===== config.mk =====
export PLATFORM = sky130hd
export DESIGN_NAME = espf_front
export DESIGN_NICKNAME = d
export VERILOG_FILES = /design/src/sv/espf_pkg.sv /design/src/sv/espf_front.sv
export SDC_FILE = /design/constraint.sdc
export NUM_CORES = 1
export LEC_CHECK = 0
export BUFFER_PORTS_ARGS = -buffer_cell sky130_fd_sc_hd__clkbuf_2
export CAP_MARGIN = 20
export CORE_ASPECT_RATIO = 2
export CORE_MARGIN = 2
export CORE_UTILIZATION = 56
export DETAILED_ROUTE_END_ITERATION = 10
export PLACE_DENSITY = 0.95
export SETUP_SLACK_MARGIN = 0.2
export SLEW_MARGIN = 20
export SYNTH_ARGS = -nofsm -noshare
export SYNTH_HDL_FRONTEND = slang
export SYNTH_SLANG_ARGS = --single-unit

===== constraint.sdc =====
create_clock -name i_clk -period 18.1 [get_ports i_clk]
set_input_delay 0.905 -clock i_clk [delete_from_list [all_inputs] [get_ports i_clk]]
set_output_delay 0.905 -clock i_clk [all_outputs]
set_load 0.1 [all_outputs]

===== src/sv/espf_pkg.sv =====
// Package for the encrypted sensor packet framer: request codes, packet constants,
// AES S-box and round helpers. No dependencies.
`default_nettype none
package espf_pkg;
    localparam logic [2:0] REQ_TICK  = 3'd0;
    localparam logic [2:0] REQ_RESET = 3'd1;
    localparam logic [2:0] REQ_ACK   = 3'd2;
    localparam logic [2:0] REQ_LIVE  = 3'd3;
    localparam logic [2:0] REQ_IMU   = 3'd4;
    localparam logic [2:0] REQ_EMG   = 3'd5;

    localparam logic [7:0] TYPE_ACK  = 8'h00;
    localparam logic [7:0] TYPE_IMU  = 8'h40;
    localparam logic [7:0] TYPE_EMG  = 8'h80;
    localparam logic [7:0] TYPE_LIVE = 8'hC0;
    localparam logic [7:0] PAD_BYTE  = 8'hAA;

    localparam int PKT_LEN = 17;
    localparam int BLK_LEN = 16;
    localparam int PAYLOAD_LEN = 12;

    localparam logic [63:0] KEY_HIGH_RST = 64'h2A462D4A614E6452;
    localparam logic [63:0] KEY_LOW_RST  = 64'h67556A586E327235;

    localparam logic [0:0] CFG_KEY_HIGH = 1'b0;
    localparam logic [0:0] CFG_KEY_LOW  = 1'b1;

    localparam int DATA_W = 192; // 6*16 IMU words + 3*32 EMG words

    // plaintext block, byte 0 in bits 7:0
    typedef logic [127:0] t_block;

    function automatic logic [7:0] sbox(input logic [7:0] a);
        logic [7:0] r;
        case (a)
            8'h00: r=8'h63; 8'h01: r=8'h7c; 8'h02: r=8'h77; 8'h03: r=8'h7b;
            8'h04: r=8'hf2; 8'h05: r=8'h6b; 8'h06: r=8'h6f; 8'h07: r=8'hc5;
            8'h08: r=8'h30; 8'h09: r=8'h01; 8'h0a: r=8'h67; 8'h0b: r=8'h2b;
            8'h0c: r=8'hfe; 8'h0d: r=8'hd7; 8'h0e: r=8'hab; 8'h0f: r=8'h76;
            8'h10: r=8'hca; 8'h11: r=8'h82; 8'h12: r=8'hc9; 8'h13: r=8'h7d;
            8'h14: r=8'hfa; 8'h15: r=8'h59; 8'h16: r=8'h47; 8'h17: r=8'hf0;
            8'h18: r=8'had; 8'h19: r=8'hd4; 8'h1a: r=8'ha2; 8'h1b: r=8'haf;
            8'h1c: r=8'h9c; 8'h1d: r=8'ha4; 8'h1e: r=8'h72; 8'h1f: r=8'hc0;
            8'h20: r=8'hb7; 8'h21: r=8'hfd; 8'h22: r=8'h93; 8'h23: r=8'h26;
            8'h24: r=8'h36; 8'h25: r=8'h3f; 8'h26: r=8'hf7; 8'h27: r=8'hcc;
            8'h28: r=8'h34; 8'h29: r=8'ha5; 8'h2a: r=8'he5; 8'h2b: r=8'hf1;
            8'h2c: r=8'h71; 8'h2d: r=8'hd8; 8'h2e: r=8'h31; 8'h2f: r=8'h15;
            8'h30: r=8'h04; 8'h31: r=8'hc7; 8'h32: r=8'h23; 8'h33: r=8'hc3;
            8'h34: r=8'h18; 8'h35: r=8'h96; 8'h36: r=8'h05; 8'h37: r=8'h9a;
            8'h38: r=8'h07; 8'h39: r=8'h12; 8'h3a: r=8'h80; 8'h3b: r=8'he2;
            8'h3c: r=8'heb; 8'h3d: r=8'h27; 8'h3e: r=8'hb2; 8'h3f: r=8'h75;
            8'h40: r=8'h09; 8'h41: r=8'h83; 8'h42: r=8'h2c; 8'h43: r=8'h1a;
            8'h44: r=8'h1b; 8'h45: r=8'h6e; 8'h46: r=8'h5a; 8'h47: r=8'ha0;
            8'h48: r=8'h52; 8'h49: r=8'h3b; 8'h4a: r=8'hd6; 8'h4b: r=8'hb3;
            8'h4c: r=8'h29; 8'h4d: r=8'he3; 8'h4e: r=8'h2f; 8'h4f: r=8'h84;
            8'h50: r=8'h53; 8'h51: r=8'hd1; 8'h52: r=8'h00; 8'h53: r=8'hed;
            8'h54: r=8'h20; 8'h55: r=8'hfc; 8'h56: r=8'hb1; 8'h57: r=8'h5b;
            8'h58: r=8'h6a; 8'h59: r=8'hcb; 8'h5a: r=8'hbe; 8'h5b: r=8'h39;
            8'h5c: r=8'h4a; 8'h5d: r=8'h4c; 8'h5e: r=8'h58; 8'h5f: r=8'hcf;
            8'h60: r=8'hd0; 8'h61: r=8'hef; 8'h62: r=8'haa; 8'h63: r=8'hfb;
            8'h64: r=8'h43; 8'h65: r=8'h4d; 8'h66: r=8'h33; 8'h67: r=8'h85;
            8'h68: r=8'h45; 8'h69: r=8'hf9; 8'h6a: r=8'h02; 8'h6b: r=8'h7f;
            8'h6c: r=8'h50; 8'h6d: r=8'h3c; 8'h6e: r=8'h9f; 8'h6f: r=8'ha8;
            8'h70: r=8'h51; 8'h71: r=8'ha3; 8'h72: r=8'h40; 8'h73: r=8'h8f;
            8'h74: r=8'h92; 8'h75: r=8'h9d; 8'h76: r=8'h38; 8'h77: r=8'hf5;
            8'h78: r=8'hbc; 8'h79: r=8'hb6; 8'h7a: r=8'hda; 8'h7b: r=8'h21;
            8'h7c: r=8'h10; 8'h7d: r=8'hff; 8'h7e: r=8'hf3; 8'h7f: r=8'hd2;
            8'h80: r=8'hcd; 8'h81: r=8'h0c; 8'h82: r=8'h13; 8'h83: r=8'hec;
            8'h84: r=8'h5f; 8'h85: r=8'h97; 8'h86: r=8'h44; 8'h87: r=8'h17;
            8'h88: r=8'hc4; 8'h89: r=8'ha7; 8'h8a: r=8'h7e; 8'h8b: r=8'h3d;
            8'h8c: r=8'h64; 8'h8d: r=8'h5d; 8'h8e: r=8'h19; 8'h8f: r=8'h73;
            8'h90: r=8'h60; 8'h91: r=8'h81; 8'h92: r=8'h4f; 8'h93: r=8'hdc;
            8'h94: r=8'h22; 8'h95: r=8'h2a; 8'h96: r=8'h90; 8'h97: r=8'h88;
            8'h98: r=8'h46; 8'h99: r=8'hee; 8'h9a: r=8'hb8; 8'h9b: r=8'h14;
            8'h9c: r=8'hde; 8'h9d: r=8'h5e; 8'h9e: r=8'h0b; 8'h9f: r=8'hdb;
            8'ha0: r=8'he0; 8'ha1: r=8'h32; 8'ha2: r=8'h3a; 8'ha3: r=8'h0a;
            8'ha4: r=8'h49; 8'ha5: r=8'h06; 8'ha6: r=8'h24; 8'ha7: r=8'h5c;
            8'ha8: r=8'hc2; 8'ha9: r=8'hd3; 8'haa: r=8'hac; 8'hab: r=8'h62;
            8'hac: r=8'h91; 8'had: r=8'h95; 8'hae: r=8'he4; 8'haf: r=8'h79;
            8'hb0: r=8'he7; 8'hb1: r=8'hc8; 8'hb2: r=8'h37; 8'hb3: r=8'h6d;
            8'hb4: r=8'h8d; 8'hb5: r=8'hd5; 8'hb6: r=8'h4e; 8'hb7: r=8'ha9;
            8'hb8: r=8'h6c; 8'hb9: r=8'h56; 8'hba: r=8'hf4; 8'hbb: r=8'hea;
            8'hbc: r=8'h65; 8'hbd: r=8'h7a; 8'hbe: r=8'hae; 8'hbf: r=8'h08;
            8'hc0: r=8'hba; 8'hc1: r=8'h78; 8'hc2: r=8'h25; 8'hc3: r=8'h2e;
            8'hc4: r=8'h1c; 8'hc5: r=8'ha6; 8'hc6: r=8'hb4; 8'hc7: r=8'hc6;
            8'hc8: r=8'he8; 8'hc9: r=8'hdd; 8'hca: r=8'h74; 8'hcb: r=8'h1f;
            8'hcc: r=8'h4b; 8'hcd: r=8'hbd; 8'hce: r=8'h8b; 8'hcf: r=8'h8a;
            8'hd0: r=8'h70; 8'hd1: r=8'h3e; 8'hd2: r=8'hb5; 8'hd3: r=8'h66;
            8'hd4: r=8'h48; 8'hd5: r=8'h03; 8'hd6: r=8'hf6; 8'hd7: r=8'h0e;
            8'hd8: r=8'h61; 8'hd9: r=8'h35; 8'hda: r=8'h57; 8'hdb: r=8'hb9;
            8'hdc: r=8'h86; 8'hdd: r=8'hc1; 8'hde: r=8'h1d; 8'hdf: r=8'h9e;
            8'he0: r=8'he1; 8'he1: r=8'hf8; 8'he2: r=8'h98; 8'he3: r=8'h11;
            8'he4: r=8'h69; 8'he5: r=8'hd9; 8'he6: r=8'h8e; 8'he7: r=8'h94;
            8'he8: r=8'h9b; 8'he9: r=8'h1e; 8'hea: r=8'h87; 8'heb: r=8'he9;
            8'hec: r=8'hce; 8'hed: r=8'h55; 8'hee: r=8'h28; 8'hef: r=8'hdf;
            8'hf0: r=8'h8c; 8'hf1: r=8'ha1; 8'hf2: r=8'h89; 8'hf3: r=8'h0d;
            8'hf4: r=8'hbf; 8'hf5: r=8'he6; 8'hf6: r=8'h42; 8'hf7: r=8'h68;
            8'hf8: r=8'h41; 8'hf9: r=8'h99; 8'hfa: r=8'h2d; 8'hfb: r=8'h0f;
            8'hfc: r=8'hb0; 8'hfd: r=8'h54; 8'hfe: r=8'hbb; 8'hff: r=8'h16;
            default: r = 8'h00;
        endcase
        return r;
    endfunction

    function automatic logic [7:0] gmul2(input logic [7:0] a);
        return {a[6:0], 1'b0} ^ (a[7] ? 8'h1B : 8'h00);
    endfunction

    // next round key; key byte i in bits 8i+7:8i
    function automatic t_block key_next(input t_block k, input logic [7:0] rcon);
        t_block n;
        logic [31:0] t;
        t = {sbox(k[103:96]), sbox(k[127:120]), sbox(k[119:112]),
             sbox(k[111:104]) ^ rcon};
        n[31:0]   = k[31:0]   ^ t;
        n[63:32]  = k[63:32]  ^ n[31:0];
        n[95:64]  = k[95:64]  ^ n[63:32];
        n[127:96] = k[127:96] ^ n[95:64];
        return n;
    endfunction

    // SubBytes, ShiftRows and optional MixColumns
    function automatic t_block aes_round(input t_block s, input logic mix);
        t_block b, o;
        logic [7:0] a0, a1, a2, a3, x;
        for (int c = 0; c < 4; c++) begin
            for (int j = 0; j < 4; j++) begin
                b[8*(j+4*c) +: 8] = sbox(s[8*(j + 4*((c + j) % 4)) +: 8]);
            end
        end
        o = b;
        if (mix) begin
            for (int c = 0; c < 4; c++) begin
                a0 = b[32*c +: 8]; a1 = b[32*c+8 +: 8];
                a2 = b[32*c+16 +: 8]; a3 = b[32*c+24 +: 8];
                x = a0 ^ a1 ^ a2 ^ a3;
                o[32*c +: 8]    = a0 ^ x ^ gmul2(a0 ^ a1);
                o[32*c+8 +: 8]  = a1 ^ x ^ gmul2(a1 ^ a2);
                o[32*c+16 +: 8] = a2 ^ x ^ gmul2(a2 ^ a3);
                o[32*c+24 +: 8] = a3 ^ x ^ gmul2(a3 ^ a0);
            end
        end
        return o;
    endfunction
endpackage
`default_nettype wire


===== src/sv/espf_front.sv =====
// Front end: accepts request items, keeps the millisecond counter, builds plaintext
// blocks and pushes them into a two-entry queue. Depends on espf_pkg.
`default_nettype none
module espf_front (
    input  wire logic                          i_clk,
    input  wire logic                          i_rst_n,
    input  wire logic                          s_axis_tvalid,
    output logic                               s_axis_tready,
    input  wire logic [espf_pkg::DATA_W-1:0]   s_axis_tdata,
    input  wire logic [2:0]                    s_axis_tuser,
    output logic                               o_q_valid,
    input  wire logic                          i_q_pop,
    output espf_pkg::t_block                   o_q_block
);
    import espf_pkg::*;

    logic [23:0] r_ms;
    t_block      r_q [2];
    logic        r_rd, r_wr;
    logic [1:0]  r_cnt;
    logic [2:0]  req;
    logic        acc, push, is_pkt;
    t_block      blk;

    assign req = s_axis_tuser;
    assign s_axis_tready = (r_cnt != 2'd2);
    assign acc = s_axis_tvalid && s_axis_tready;
    assign is_pkt = (req == REQ_ACK) || (req == REQ_LIVE) || (req == REQ_IMU)
                 || (req == REQ_EMG);
    assign push = acc && is_pkt;
    assign o_q_valid = (r_cnt != 2'd0);
    assign o_q_block = r_q[r_rd];

    // build the plaintext block
    always_comb begin
        blk = '0;
        blk[31:8] = r_ms;
        case (req)
            REQ_IMU: begin
                blk[7:0] = TYPE_IMU;
                blk[127:32] = s_axis_tdata[95:0];
            end
            REQ_EMG: begin
                blk[7:0] = TYPE_EMG;
                blk[127:32] = s_axis_tdata[191:96];
            end
            REQ_LIVE: begin
                blk[7:0] = TYPE_LIVE;
                blk[127:32] = {PAYLOAD_LEN{PAD_BYTE}};
            end
            default: begin
                blk[7:0] = TYPE_ACK;
                blk[127:32] = {PAYLOAD_LEN{PAD_BYTE}};
            end
        endcase
    end

    // counter and queue control
    always_ff @(posedge i_clk) begin
        if (!i_rst_n) begin
            r_ms <= '0;
            r_rd <= 1'b0;
            r_wr <= 1'b0;
            r_cnt <= '0;
        end else begin
            if (acc && req == REQ_TICK) r_ms <= r_ms + 24'd1;
            if (acc && req == REQ_RESET) r_ms <= '0;
            if (push) r_wr <= ~r_wr;
            if (i_q_pop) r_rd <= ~r_rd;
            r_cnt <= r_cnt + {1'b0, push} - {1'b0, i_q_pop};
        end
    end

    // queue storage
    always_ff @(posedge i_clk) begin
        if (push) r_q[r_wr] <= blk;
    end
endmodule
`default_nettype wire


# == Word level (Yosys, flattened, before mapping) ==
# Memories as Yosys holds them, arrays and structs flattened. A register that Yosys moved wholly into a read port is not among the register bits.
# Cells that the tools add are included.
# word_totals
regBits,28
ramBits,256
input_bits,199
out_inout_bits,130
mem_count,1
# mem_list
memory,words,width,rd,rd_ports_with_merged_regs,write_ports,line,source
r_q,2,128,1,1,1,espf_front.sv:18,t_block r_q [2];
# op_classes
add_sub_neg,3
eq_ne,6
n_mux,6
bitwise_logic,3
reduce_logical,10
# ops
op,n
$pmux W96 S2,1
$add A24 B1 Y24 const B,1
$pmux W8 S3,1
$eq A3 B2 Y1 const B,2
$eq A3 B3 Y1 const B,2
$logic_and A1 B1 Y1,4
$mux W1,4
$eq A3 B1 Y1 const B,1
$logic_not A3 Y1,1
$logic_or A1 B1 Y1,3
$not A1 Y1,3
$add A2 B1 Y2,1
$ne A2 B2 Y1 const B,1
$reduce_bool A2 Y1,1
$reduce_or A2 Y1,1
$sub A2 B1 Y2,1

# == Depth between registers and ports, before layout ==
# depth
ltp_word,7
ltp_mapped,9
depth_no_buf,9

# == Worst setup path after synthesis ==
# No wires, ideal clock.
# synth_path
kind,input -> register
startpoint,input s_axis_tuser[2]
endpoint,"memory r_q[0][100] (netlist bit), enable pin"
setup_ns,0.605
t_arrival_ns,6.347
required_time_ns,17.495
slack_ns,11.148
path_stages,3
path_cell_list,xor2_1 > nand3_1 > nor2_1
# synth_between
elab_chain_cells,7
# synth_lines
item,line,source
start: declaration,espf_front.sv:10,"input wire logic [2:0] s_axis_tuser,"
$eq A3 B2 Y1,espf_front.sv:28,assign is_pkt = (req == REQ_ACK) || (req == REQ_LIVE) || (req == REQ_IMU)
$logic_or A1 B1 Y1 (2 in series),espf_front.sv:28,
$logic_or A1 B1 Y1 (*),espf_front.sv:29,|| (req == REQ_EMG);
$logic_and A1 B1 Y1 (*),espf_front.sv:30,assign push = acc && is_pkt;
$mux W1 (*),espf_front.sv:76,if (push) r_q[r_wr] <= blk;
$mux W1 (implied by the code) (*),espf_front.sv:76,
end: declaration,espf_front.sv:18,
# Mark *: on every way between the ends. The rest lies on a longest branch, timed or not.

==> flow_summary.toml <==
[die]
die-area_mm2 = 0.0222
fp.dieH_um = 209
rows = 75
die_x_um = 106
start_util_pct = 56.6
core-area_mm2 = 0.0207
pin_count = 329

[route]
vias_per_cell = 5.59
postRouteAntennaNets = 0
routed_wl_um = 26400
first_pass_iters = 4
dr_total_vias = 7683
wire_per_inst_um = 19.2
first_iter_violations = 407
drc = 0

[logic_synthesis]
synth_cells = 775
synth_warnings = 0
ys_seq_elements = 273
synth.yosys.seq_area_share_pct = 67.4
async_flop_share_pct = 0
avgSynthCellArea_um2 = 15.1
synthFlopType = "edfxtp_1"
synth_cell_types = 38
synth_edf_count = 244
syn-cell-area_mm2 = 0.0117

[clock_tree]
cts_made_buffers = 22
clkTransAtPathRegs_ns = 0.07
cts_tree = "done"
clkSinkCount = 273
clockRootBuffer = "clkbuf_16"
htree_levels = 1
post_cts_resized = 0
post-cts-setup-buffer-count = 0
cts_hold_buf = 0
clockBufferDepth = 3
clkLatencyLatePin_ns = 0.51

[outcome]
status = "complete, no violations"

[global_routing]
grt_pass1_wl_um = 40400
grt_max_degree = 72
antenna_found_initial = 4
grt_usage_pct = 23.3
grt_pass1_vias = 7886
overflow = 0

[sta]
grt_setup_unrepaired = "no"
tns_ns = 0
finalMaxSlewViolations = 0
min_period_over_period_pct = 21.5
fmax_mhz = 257
finalSetupViolations = 0
period_minus_slack_ns = 3.88
relSlewSlack_pct = 36.0
fin_skew_ns = 0.0190
worst_pin_slew_ns = 0.960
final-hold-violation-count = 0

[worst_setup_path]
crit_chain = "buf_4 -> mux2_2 -> clkbuf_2"
r2r_setup_slack_ns = 15.79
crit_buf_inv = 2
cp-end-kind = "output pin"
crit_path_max_fanout = 63
critPathArrivalTime_ns = 2.98
worstSetupPathType = "reg -> out"
crit_cells = 3
start_kind = "flop"
cpPeakStageDelay_ns = 0.86
ff2ff_path_depth = 5
crit_path_top_delay_cell = "dfxtp_4"
crit_required_ns = 17.19
critPathTopFamily = "buffers and inverters"
r2r_start = "r_cnt[1]"
endpoint = "o_q_block[81]"
worstReg2RegEnd = "r_q[1][114]"

[pwr]
power_w = 0.00166
power_density_mw_per_mm2 = 116
power_leakage_nw = 5.63
peakVddDrop_mv = 0.107

[finish]
fin_area_mm2 = 0.0143
layout.nets = 1290
fin_util_pct = 69.1
stdcell_count = 1375
syn_to_final_growth_pct = 22.1
fill_cells = 1329
drive_gt1_share_pct = 45.5

[placed_design]
port-buffer-count = 322
gp_congestion = 0.805
placed_cells_incl_taps = 1333
dp_hpwl_um = 18300
placed_area_mm2 = 0.0136

[run]
cap_violations = 0

[worst_hold_path]
min_path_type = "reg -> reg"
Yosys cell counts (2+ instances only):
cell / count / share of area (%)
inv_1: 7 / 0.22
or3_1: 5 / 0.27
nor2b_1: 2 / 0.11
buf_1: 6 / 0.19
and2_1: 9 / 0.48
ha_1: 3 / 0.32
mux2_2: 122 / 12
nand2_1: 55 / 1.8
o31ai_1: 11 / 0.70
nand4_1: 9 / 0.48
buf_4: 6 / 0.38
mux2i_1: 99 / 8.4
dfxtp_1: 29 / 4.9
o21a_1: 2 / 0.13
edfxtp_1: 244 / 62
nand2b_1: 5 / 0.27
clkbuf_1: 13 / 0.42
or4_1: 9 / 0.58
and4_1: 4 / 0.30
buf_2: 22 / 0.94
nand3_1: 8 / 0.34
nor2_1: 59 / 1.9
nand4_2: 3 / 0.32
a21oi_1: 16 / 0.68
o21ai_0: 7 / 0.30
xnor2_1: 5 / 0.37
xor2_1: 4 / 0.30
power breakdown:
part           switching (W)  internal, W  total, W
combinational       0.000340    0.0000855  0.000425
sequential         0.0000144     0.000728  0.000742
clock               0.000212     0.000277  0.000489
total               0.000567      0.00109   0.00166
flip-flops by register name, indices dropped and copies added, names as in the netlist, named ones only:
signal,count
r_rd,1
r_wr,1
r_cnt,2
r_q,244
r_ms,24
layout by cell type, fill, tap and decap left out, types with 8 or more instances in the layout:
cell type  count
nor2_1        57
nand2_1       55
buf_4          9
mux2_2       122
nand3_1        8
edfxtp_1     244
or4_1          9
o31ai_1       10
dfxtp_1       28
nand4_1        9
and2_1         9
clkbuf_16     23
mux2i_1       99
a21oi_1       16
clkbuf_2     321
metrics by stage:
stage                     setup slack (ns)  hold WS [ns]
after global routing                 14.05         0.516
after CTS                            14.14         0.507
after detailed placement             14.71         0.488
after floorplan                      11.15         0.439
final                                14.22         0.501
after global placement               14.75         0.470
logic make-up after synthesis:
| family | Yosys count | synth area share, % |
|---|---|---|
| flip-flops | 273 | 67.4 |
| multiplexers | 221 | 20.1 |
| adder cells (fa/ha/maj) | 3 | 0.320 |
| AO/OA/AOI/OAI | 37 | 1.89 |
| buffers and inverters | 55 | 2.19 |
| other | 1 | 0.0320 |
| AND/OR/NAND/NOR | 176 | 7.38 |
| XOR/XNOR | 9 | 0.672 |
cell type report:
class	count	area (um^2)	share of cell area, %
well taps	269	337	2.35
clock inverters	13	148	1.03
clock buffers	27	591	4.12
flip-flops and latches	273	7910	55.2
repair buffers	331	1690	11.8
diodes	2	5.00	0.0349
multi-input cells	452	3620	25.3
inverters	8	30.0	0.210
per-layer routing:
layer	global-route usage [%]	vias to the layer above	routed length [um]
met5	0	-	29
met4	11.0	4	1090
met3	4.93	68	2160
met2	41.7	428	13600
met1	26.2	3656	9500
li1	-	3527	-
worst min-delay path by stage:
| stage | from | end | slack [ns] | cells past startpoint |
|---|---|---|---|---|
| after CTS | r_ms[23] | r_q[0][31] | 0.51 | 0 |
| after detailed placement | r_ms[23] | r_q[0][31] | 0.49 | 0 |
| after global routing | r_ms[9] | r_q[1][17] | 0.52 | 0 |
| after floorplan | r_ms[23] | r_q[0][31] | 0.44 | 0 |
| final | r_ms[23] | r_q[0][31] | 0.50 | 0 |
| after global placement | r_ms[23] | r_q[0][31] | 0.47 | 0 |
Note: power is estimated with default switching activity, not from simulation.
